--- src/rtl/vanm_pkg.sv ---
package vanm_pkg;

  // Width of one character code unit on the request port.
  localparam int ChWidth = 16;
  // Folded characters are kept as 7-bit ASCII; anything else is held as zero.
  localparam int CodeBits = 7;
  // Window of stored characters, newest first.
  localparam int WinDepth = 33;
  // Marker positions: the window plus the current character.
  localparam int MarkerLen = WinDepth + 1;
  localparam int MarkerCount = 13;
  localparam int QueueDepth = 2;

  localparam logic [CodeBits-1:0] UpperA = 7'h41;
  localparam logic [CodeBits-1:0] UpperZ = 7'h5a;
  localparam logic [CodeBits-1:0] CaseOffset = 7'h20;

  typedef logic [CodeBits-1:0] code_t;
  typedef logic [MarkerLen*8-1:0] marker_t;

  // Lower-case markers as ASCII bytes, right-aligned: the last character sits
  // in the low byte and unused leading bytes are zero. Zero bytes are skipped
  // by the compare, so no length table is needed.
  localparam marker_t Markers [MarkerCount] = '{
    272'h6e70636170206c6f6f706261636b2061646170746572,
    272'h6c6f6f706261636b2070736575646f2d696e74657266616365,
    272'h6d6963726f736f6674206b6d2d74657374206c6f6f706261636b2061646170746572,
    272'h6d6963726f736f6674206c6f6f706261636b2061646170746572,
    272'h736f667477617265206c6f6f706261636b,
    272'h68797065722d76207669727475616c2065746865726e65742061646170746572,
    272'h7669727475616c626f7820686f73742d6f6e6c79,
    272'h766d77617265206e6574776f726b2061646170746572,
    272'h7461702d77696e646f77732061646170746572,
    272'h7769726567756172642074756e6e656c,
    272'h77696e74756e,
    272'h7061636b65742063617074757265,
    272'h66696c7465722061646170746572
  };

  // Classified request, passed from the front end to the back end.
  typedef struct packed {
    code_t code;
    logic  char_valid;
    logic  str_end;
    logic  rec_end;
    logic  virt_facts;
    logic  phys_facts;
  } item_t;

endpackage

--- src/rtl/vanm_front.sv ---
module vanm_front
  import vanm_pkg::*;
#(
  parameter int CHAR_BITS = 16
) (
  input  logic [ChWidth-1:0] ch_i,
  input  logic               ch_valid_i,
  input  logic               string_end_i,
  input  logic               record_end_i,
  input  logic               loopback_or_tunnel_i,
  input  logic               filter_iface_i,
  input  logic               endpoint_iface_i,
  input  logic               hardware_iface_i,
  input  logic               connector_present_i,
  output item_t              item_o
);

  localparam int CharUsed = (CHAR_BITS < ChWidth) ? CHAR_BITS : ChWidth;
  localparam logic [ChWidth:0] KeepTop = (ChWidth + 1)'(1) << CharUsed;
  localparam logic [ChWidth-1:0] KeepMask = ChWidth'(KeepTop - (ChWidth + 1)'(1));

  logic [ChWidth-1:0] masked;
  logic               is_ascii;
  code_t              low_code;
  code_t              folded;

  assign masked   = ch_i & KeepMask;
  assign is_ascii = (masked[ChWidth-1:CodeBits] == '0);
  assign low_code = masked[CodeBits-1:0];

  // Fold capitals; a non-ASCII unit can never match and is held as zero.
  always_comb begin
    if (low_code >= UpperA && low_code <= UpperZ) begin
      folded = low_code + CaseOffset;
    end else begin
      folded = low_code;
    end
  end

  always_comb begin
    item_o.code       = is_ascii ? folded : '0;
    item_o.char_valid = ch_valid_i;
    item_o.str_end    = string_end_i | record_end_i;
    item_o.rec_end    = record_end_i;
    item_o.virt_facts = loopback_or_tunnel_i | filter_iface_i | endpoint_iface_i;
    item_o.phys_facts = hardware_iface_i & connector_present_i;
  end

endmodule

--- src/rtl/vanm_queue.sv ---
module vanm_queue
  import vanm_pkg::*;
(
  input  logic  clk_i,
  input  logic  rst_ni,
  input  logic  wr_valid_i,
  output logic  wr_ready_o,
  input  item_t wr_data_i,
  output logic  rd_valid_o,
  input  logic  rd_ready_i,
  output item_t rd_data_o
);

  localparam int PtrBits = (QueueDepth > 1) ? $clog2(QueueDepth) : 1;
  localparam int CntBits = $clog2(QueueDepth + 1);
  localparam logic [CntBits-1:0] Full = CntBits'(QueueDepth);
  localparam logic [PtrBits-1:0] LastSlot = PtrBits'(QueueDepth - 1);

  item_t               slots_q [QueueDepth];
  logic [PtrBits-1:0]  wr_ptr_q, wr_ptr_d;
  logic [PtrBits-1:0]  rd_ptr_q, rd_ptr_d;
  logic [CntBits-1:0]  count_q, count_d;
  logic                push;
  logic                pop;

  assign wr_ready_o = (count_q != Full);
  assign rd_valid_o = (count_q != '0);
  assign rd_data_o  = slots_q[rd_ptr_q];
  assign push       = wr_valid_i & wr_ready_o;
  assign pop        = rd_valid_o & rd_ready_i;

  always_comb begin
    wr_ptr_d = wr_ptr_q;
    rd_ptr_d = rd_ptr_q;
    count_d  = count_q;
    if (push) begin
      wr_ptr_d = (wr_ptr_q == LastSlot) ? '0 : wr_ptr_q + PtrBits'(1);
    end
    if (pop) begin
      rd_ptr_d = (rd_ptr_q == LastSlot) ? '0 : rd_ptr_q + PtrBits'(1);
    end
    unique case ({push, pop})
      2'b10:   count_d = count_q + CntBits'(1);
      2'b01:   count_d = count_q - CntBits'(1);
      default: count_d = count_q;
    endcase
  end

  always_ff @(posedge clk_i or negedge rst_ni) begin
    if (!rst_ni) begin
      wr_ptr_q <= '0;
      rd_ptr_q <= '0;
      count_q  <= '0;
    end else begin
      wr_ptr_q <= wr_ptr_d;
      rd_ptr_q <= rd_ptr_d;
      count_q  <= count_d;
    end
  end

  always_ff @(posedge clk_i) begin
    if (push) begin
      slots_q[wr_ptr_q] <= wr_data_i;
    end
  end

endmodule

--- src/rtl/vanm_back.sv ---
module vanm_back
  import vanm_pkg::*;
(
  input  logic  clk_i,
  input  logic  rst_ni,
  input  logic  item_valid_i,
  output logic  item_ready_o,
  input  item_t item_i,
  output logic  out_valid_o,
  input  logic  out_ready_i,
  output logic  virtual_identity_o,
  output logic  physical_connector_o
);

  code_t                     win_q [WinDepth];
  code_t                     win_d [WinDepth];
  code_t                     pos   [MarkerLen];
  logic [MarkerCount-1:0]    marker_hit;
  logic                      hit;
  logic                      seen_q, seen_d;
  logic                      seen_now;
  logic                      virt;
  logic                      pop;
  logic                      out_valid_q, out_valid_d;
  logic                      virt_q, phys_q;

  // Compare positions: current character first, then the window, newest first.
  always_comb begin
    pos[0] = item_i.code;
    for (int j = 1; j < MarkerLen; j++) begin
      pos[j] = win_q[j-1];
    end
  end

  // One parallel compare per marker; zero marker bytes lie beyond its start.
  always_comb begin
    for (int m = 0; m < MarkerCount; m++) begin
      marker_hit[m] = 1'b1;
      for (int j = 0; j < MarkerLen; j++) begin
        if (Markers[m][j*8 +: 8] != 8'h00 && Markers[m][j*8 +: 8] != {1'b0, pos[j]}) begin
          marker_hit[m] = 1'b0;
        end
      end
    end
  end

  assign hit = |marker_hit;

  // Take a record end only when the result register can accept it.
  assign item_ready_o = !item_i.rec_end || !out_valid_q || out_ready_i;
  assign pop          = item_valid_i & item_ready_o;
  assign seen_now     = seen_q | (item_i.char_valid & hit);
  assign virt         = seen_now | item_i.virt_facts;

  always_comb begin
    win_d  = win_q;
    seen_d = seen_q;
    if (pop) begin
      seen_d = seen_now;
      if (item_i.char_valid) begin
        win_d[0] = item_i.code;
        for (int i = 1; i < WinDepth; i++) begin
          win_d[i] = win_q[i-1];
        end
      end
      if (item_i.str_end) begin
        for (int i = 0; i < WinDepth; i++) begin
          win_d[i] = '0;
        end
      end
      if (item_i.rec_end) begin
        seen_d = 1'b0;
      end
    end
  end

  always_comb begin
    out_valid_d = out_valid_q;
    if (pop && item_i.rec_end) begin
      out_valid_d = 1'b1;
    end else if (out_ready_i) begin
      out_valid_d = 1'b0;
    end
  end

  always_ff @(posedge clk_i or negedge rst_ni) begin
    if (!rst_ni) begin
      for (int i = 0; i < WinDepth; i++) begin
        win_q[i] <= '0;
      end
      seen_q      <= 1'b0;
      out_valid_q <= 1'b0;
    end else begin
      win_q       <= win_d;
      seen_q      <= seen_d;
      out_valid_q <= out_valid_d;
    end
  end

  always_ff @(posedge clk_i) begin
    if (pop && item_i.rec_end) begin
      virt_q <= virt;
      phys_q <= item_i.phys_facts & !virt;
    end
  end

  assign out_valid_o          = out_valid_q;
  assign virtual_identity_o   = virt_q;
  assign physical_connector_o = phys_q;

endmodule

--- src/rtl/virtual_adapter_name_matcher_unit.sv ---
// A record end accepted into an empty queue passes through one queue stage,
// then the result register, before its result shows.
// One request per cycle while the queue is not full; the compare is
// combinational, and the two-entry queue absorbs requests while a result waits.
// Reset (rst_ni low, asynchronous): window and sticky match cleared, queue
// empty, no result pending.
module virtual_adapter_name_matcher_unit
  import vanm_pkg::*;
#(
  parameter int CHAR_BITS = 16
) (
  input  logic               clk_i,
  input  logic               rst_ni,
  input  logic               in_valid_i,
  output logic               in_ready_o,
  input  logic [ChWidth-1:0] ch_i,
  input  logic               ch_valid_i,
  input  logic               string_end_i,
  input  logic               record_end_i,
  input  logic               loopback_or_tunnel_i,
  input  logic               filter_iface_i,
  input  logic               endpoint_iface_i,
  input  logic               hardware_iface_i,
  input  logic               connector_present_i,
  output logic               out_valid_o,
  input  logic               out_ready_i,
  output logic               virtual_identity_o,
  output logic               physical_connector_o
);

  item_t front_item;
  item_t back_item;
  logic  back_valid;
  logic  back_ready;

  // Front end: mask to the live character bits, fold capitals, squash
  // non-ASCII units to zero and pre-combine the adapter facts.
  vanm_front #(
    .CHAR_BITS (CHAR_BITS)
  ) u_front (
    .ch_i                 (ch_i),
    .ch_valid_i           (ch_valid_i),
    .string_end_i         (string_end_i),
    .record_end_i         (record_end_i),
    .loopback_or_tunnel_i (loopback_or_tunnel_i),
    .filter_iface_i       (filter_iface_i),
    .endpoint_iface_i     (endpoint_iface_i),
    .hardware_iface_i     (hardware_iface_i),
    .connector_present_i  (connector_present_i),
    .item_o               (front_item)
  );

  // Short queue: hold classified requests while the back end is stalled
  // behind an untaken result.
  vanm_queue u_queue (
    .clk_i      (clk_i),
    .rst_ni     (rst_ni),
    .wr_valid_i (in_valid_i),
    .wr_ready_o (in_ready_o),
    .wr_data_i  (front_item),
    .rd_valid_o (back_valid),
    .rd_ready_i (back_ready),
    .rd_data_o  (back_item)
  );

  // Back end: match against the markers, advance the window, latch hits and
  // drop the result into the output register at each record end.
  vanm_back u_back (
    .clk_i                (clk_i),
    .rst_ni               (rst_ni),
    .item_valid_i         (back_valid),
    .item_ready_o         (back_ready),
    .item_i               (back_item),
    .out_valid_o          (out_valid_o),
    .out_ready_i          (out_ready_i),
    .virtual_identity_o   (virtual_identity_o),
    .physical_connector_o (physical_connector_o)
  );

endmodule

--- config.mk ---
export PLATFORM = sky130hd
export DESIGN_NAME = virtual_adapter_name_matcher_unit
export DESIGN_NICKNAME = d
export VERILOG_FILES = /design/src/rtl/vanm_pkg.sv /design/src/rtl/vanm_front.sv /design/src/rtl/vanm_queue.sv /design/src/rtl/vanm_back.sv /design/src/rtl/virtual_adapter_name_matcher_unit.sv
export SDC_FILE = /design/constraint.sdc
export NUM_CORES = 1
export LEC_CHECK = 0
export ABC_AREA = 1
export BUFFER_PORTS_ARGS = -buffer_cell sky130_fd_sc_hd__buf_2
export CORE_ASPECT_RATIO = 1.1
export CORE_MARGIN = 2
export CORE_UTILIZATION = 33
export DETAILED_ROUTE_END_ITERATION = 10
export SLEW_MARGIN = 20
export SYNTH_ARGS = -nofsm -noshare
export SYNTH_HDL_FRONTEND = slang
export SYNTH_HIERARCHICAL = 1
export SYNTH_SLANG_ARGS = --single-unit
--- constraint.sdc ---
create_clock -name clk_i -period 2 [get_ports clk_i]
set_clock_uncertainty 0.2 [all_clocks]
set_input_delay 0.4 -clock clk_i [delete_from_list [all_inputs] [get_ports clk_i]]
set_output_delay 0.4 -clock clk_i [all_outputs]
set_load 0.01 [all_outputs]
==> results.md <==
* Drt pass-1 iters at 5
* Sw Share at 36.9%
* Cell type with the largest total area after synthesis: dfrtp_1
* Die X at 199 um
* Hold-critical path depth at 3
* Leakage dissipation at 9.81 nW
* CP required at 2.15 ns
* Post-DRT Antenna Nets at 0
* Design area at 21,100 um2
* Adder-Cell Fraction of Synth Area at 0.272%
* CTS Root Cell: clkbuf_16
* H-Tree Depth at 1
* Total GRT Usage at 23.8%
* Slowest stage delay, CP at 0.42 ns
* Vias per cell at 4.98
* Unrepaired setup endpoints after global routing: true
* Total Wirelength at 52.0 mm
* Main combinational cell family by area after synthesis: simple AND/OR/NAND/NOR gates
* Most instantiated cells after synthesis: nand2_1 (394), nand3_1 (328), nor2_1 (264), dfrtp_1 (237), o21ai_0 (232)
* Pwr Density at 1270 nW/um2
* Ys flop type: dfrtp_1
* XOR/XNOR share of the synthesized area at 0.0634%
* Area share of the largest cell type after synthesis at 43.0%
* Multi-input gate area at 6430 um2
* RD Place Congestion at 0.980
* Overflow after GRT at 0
* Most frequent cell after synthesis: nand2_1
* Critical path class: flip-flop to flip-flop
* Clock-pin slew of the registers on the worst-case setup and hold paths at 0.06 ns
* Ys async rst share at 90.1%
* Share of layout cells above drive strength 1 at 30.6%
* Worst-Margin Slew at 0.594 ns
* Total inserted antenna cells at 0
* Synth-to-Final Area Change at 52.7%
* Final Slew Violations at 0
* Worst-path cell chain: inv_1 -> nand3_1 -> buf_4 -> nor3_1 -> nand3_4 -> nor2_4 -> nand2_2 -> nand3_2 -> nor2_1 -> nand2_1 -> nand2_2 -> nand3_2 -> nor2_1
* Hold Crit Class: primary input to flip-flop
* DIE HEIGHT at 219 um
* Worst skew pair latency at 0.59 ns
* Hold Vio Cnt, Final at 0
* Final non-filler cell total at 2,969
* Clock power frac at 21.5%
* Top-level I/O count at 32
* Initial DRC count at 1,007
* Slowest CP cell: dfrtp_1
* Initial cell density of the core at 33.4%
* Largest net degree at the start of global routing at 66
* Total Power at 26.9 mW
* CP arrival at 2.69 ns
* Portion of netlist area occupied by mux cells at 0%
* Sw Pwr at 9.91 mW
* Compound-gate portion of the synthesized area at 8.61%
* Finish-stage setup viols at 183
* FMAX at 394 MHz
* Vias in the first global route at 14.8k
* Final hold slack at 0.0535 ns
* Simple-Gate Fraction of Synth Area at 34.5%
* Synthesized Nets at 1,905
* Sequential cell area at 6710 um2
* Die area at 43,500 um2
* Final min period at 2.54 ns
* Initial antenna violation count at 2
* Endpoint class of the critical path: flip-flop
* Post-synth EDFFs at 26
* Cell area after placement at 17,900 um2
* Yosys cell types at 33
* Core footprint at 41,300 um2
* Crit Path Max Fanout at 3
* TritonCTS clock tree: built
* Synth top area cells: dfrtp_1 (43%), nand3_1 (12%), nand2_1 (11%), o21ai_0 (8.4%), nor2_1 (7.2%)
* Syn Std Cell Area at 13,800 um2
* Sequential-to-total area share from yosys stat at 48.6%
* HPWL reported at the end of detailed placement at 35.4 mm
* DRC viols at 0
* CTS Buffer Depth at 3
* Gate power share at 54.9%
* Setup TNS at -14.30 ns
* Slew HR at 60.4%
* Dpl cells at 2,816
* Layout Nets at 2,417
* Reg power frac at 23.6%
* First-pass GRT wire length at 80.1 mm
* PortBufs at 31
* Via count at 14.8k
* R2R cell count at 13
* Max Cap Viol at 0
* # fillers at 3,976
* Row count at 78
* Yosys reg bits at 263
* Failing checks: negative setup slack
* Period Utilization, post-route at 127%
* Status: finished with violations
* Num CTS Buffers at 30
* WL/cell at 17.5 um
* Worst setup margin at -0.536 ns
* Synthesis Warnings at 6
* Max IR drop VDD at 0.808 mV
* Internal power at 17.0 mW
* Avg Cell Area, Syn at 7.37 um2
* Clock tree sinks at 263
* Crit start category: flip-flop
* Syn Inst Count at 1,874
==> layer usage <==
| metal | GRT usage (%) | routed length, um |
|---|---|---|
| met3 | 3.23 | 2670 |
| met2 | 41.9 | 26000 |
| met4 | 9.60 | 1900 |
| met1 | 29.2 | 21400 |
| met5 | 0 | 24 |
==> area by class of cell <==
cell class / count / share of cell area [%]
Multi-Input combinational cell: 1332 / 30.5
Inverter: 190 / 3.43
Timing Repair Buffer: 569 / 26.0
Sequential cell: 263 / 31.8
Tap cell: 560 / 3.32
Clock buffer: 41 / 3.99
Clock inverter: 14 / 0.884
==> per-stage QoR <==
stage | utilization (%) | worst slack [ns]
3_3_place_gp | 43.4 | -0.608
6_report | 51.1 | -0.536
5_1_grt | 51.1 | -0.599
3_5_place_dp | 43.4 | -0.593
2_1_floorplan | - | -0.102
4_1_cts | 50.1 | -0.455
==> worst paths after layout <==
check                                                   endpoint                        start  slack [ns]
max                        u_back/physical_connector_o$_DFFE_PP_  u_back/pos[179]$_DFFE_PN0P_       -0.54
min                             u_queue/slots_q[1][10]$_DFFE_PP_                      ch_i[5]        0.05
max reg2reg                u_back/physical_connector_o$_DFFE_PP_  u_back/pos[179]$_DFFE_PN0P_       -0.54
min reg2reg                            u_back/pos[4]$_DFFE_PN0P_    u_back/pos[4]$_DFFE_PN0P_        0.29
max in group asynchronous            u_back/pos[209]$_DFFE_PN0P_                       rst_ni        0.79
min in group asynchronous            u_back/pos[113]$_DFFE_PN0P_                       rst_ni        0.22
==> kinds of logic (layout without fill, tap and decap cells) <==
kind of cell,after synthesis,in the layout
and+or+nand+nor,1091,1091
adders and majority gates,3,3
xor gates and xnor gates,1,1
buffers and inverters,279,814
AOI/OAI and AO/OA,237,237
DFF,263,263
==> power groups by stage <==
stage | clock network (mW) | logic, mW | registers (mW)
CTS | 5.90 | 13.7 | 6.29
floorplan | 0 | 4.00 | 6.35
global placement | 0 | 7.89 | 6.36
detailed placement | 0 | 7.95 | 6.37
finish | 5.78 | 14.8 | 6.33
global route | 6.13 | 15.5 | 6.37
==> sequential cells by signal (all words and copies together) (netlist names) <==
signal / cells
u_back/out_valid_o: 1
u_back/pos: 231
u_back/virtual_identity_o: 1
u_queue/rd_ptr_q: 1
u_back/seen_q: 1
u_queue/wr_ptr_q: 1
u_queue/slots_q: 24
u_queue/count_q: 2
u_back/physical_connector_o: 1
==> worst max-delay path, delay by kind of cell (launching register included) <==
kind                   cells  cell delay (ns)
buffers and inverters      2             0.34
AND/OR/NAND/NOR           11             1.36
flip-flops                 1             0.42
==> cell usage in the layout, fill, tap and decap left out, types with 14 or more instances in the layout <==
cell type and n:
buf_12 32, buf_16 30, buf_2 30, buf_4 431, buf_6 14, clkbuf_16 32
dfrtp_1 236, dlygate4sd3_1 15, edfxtp_1 26, inv_1 176, nand2_1 364, nand2_2 24
nand3_1 312, nand4_1 33, nor2_1 251, nor2_2 24, nor3_1 32, o21ai_0 124
o21ai_1 80, o21ai_2 28
==> what timing repair did <==
action                                  4_1_cts  5_1_grt
resized for setup                           192      101
buffers inserted                             34       18
endpoints found under the hold margin        70        0
hold buffers                                 15        0
endpoints found under the setup margin       86      240
pin swaps                                    33       28
gates cloned                                 29        4
No activity file was read; power rests on OpenSTA's default activity.
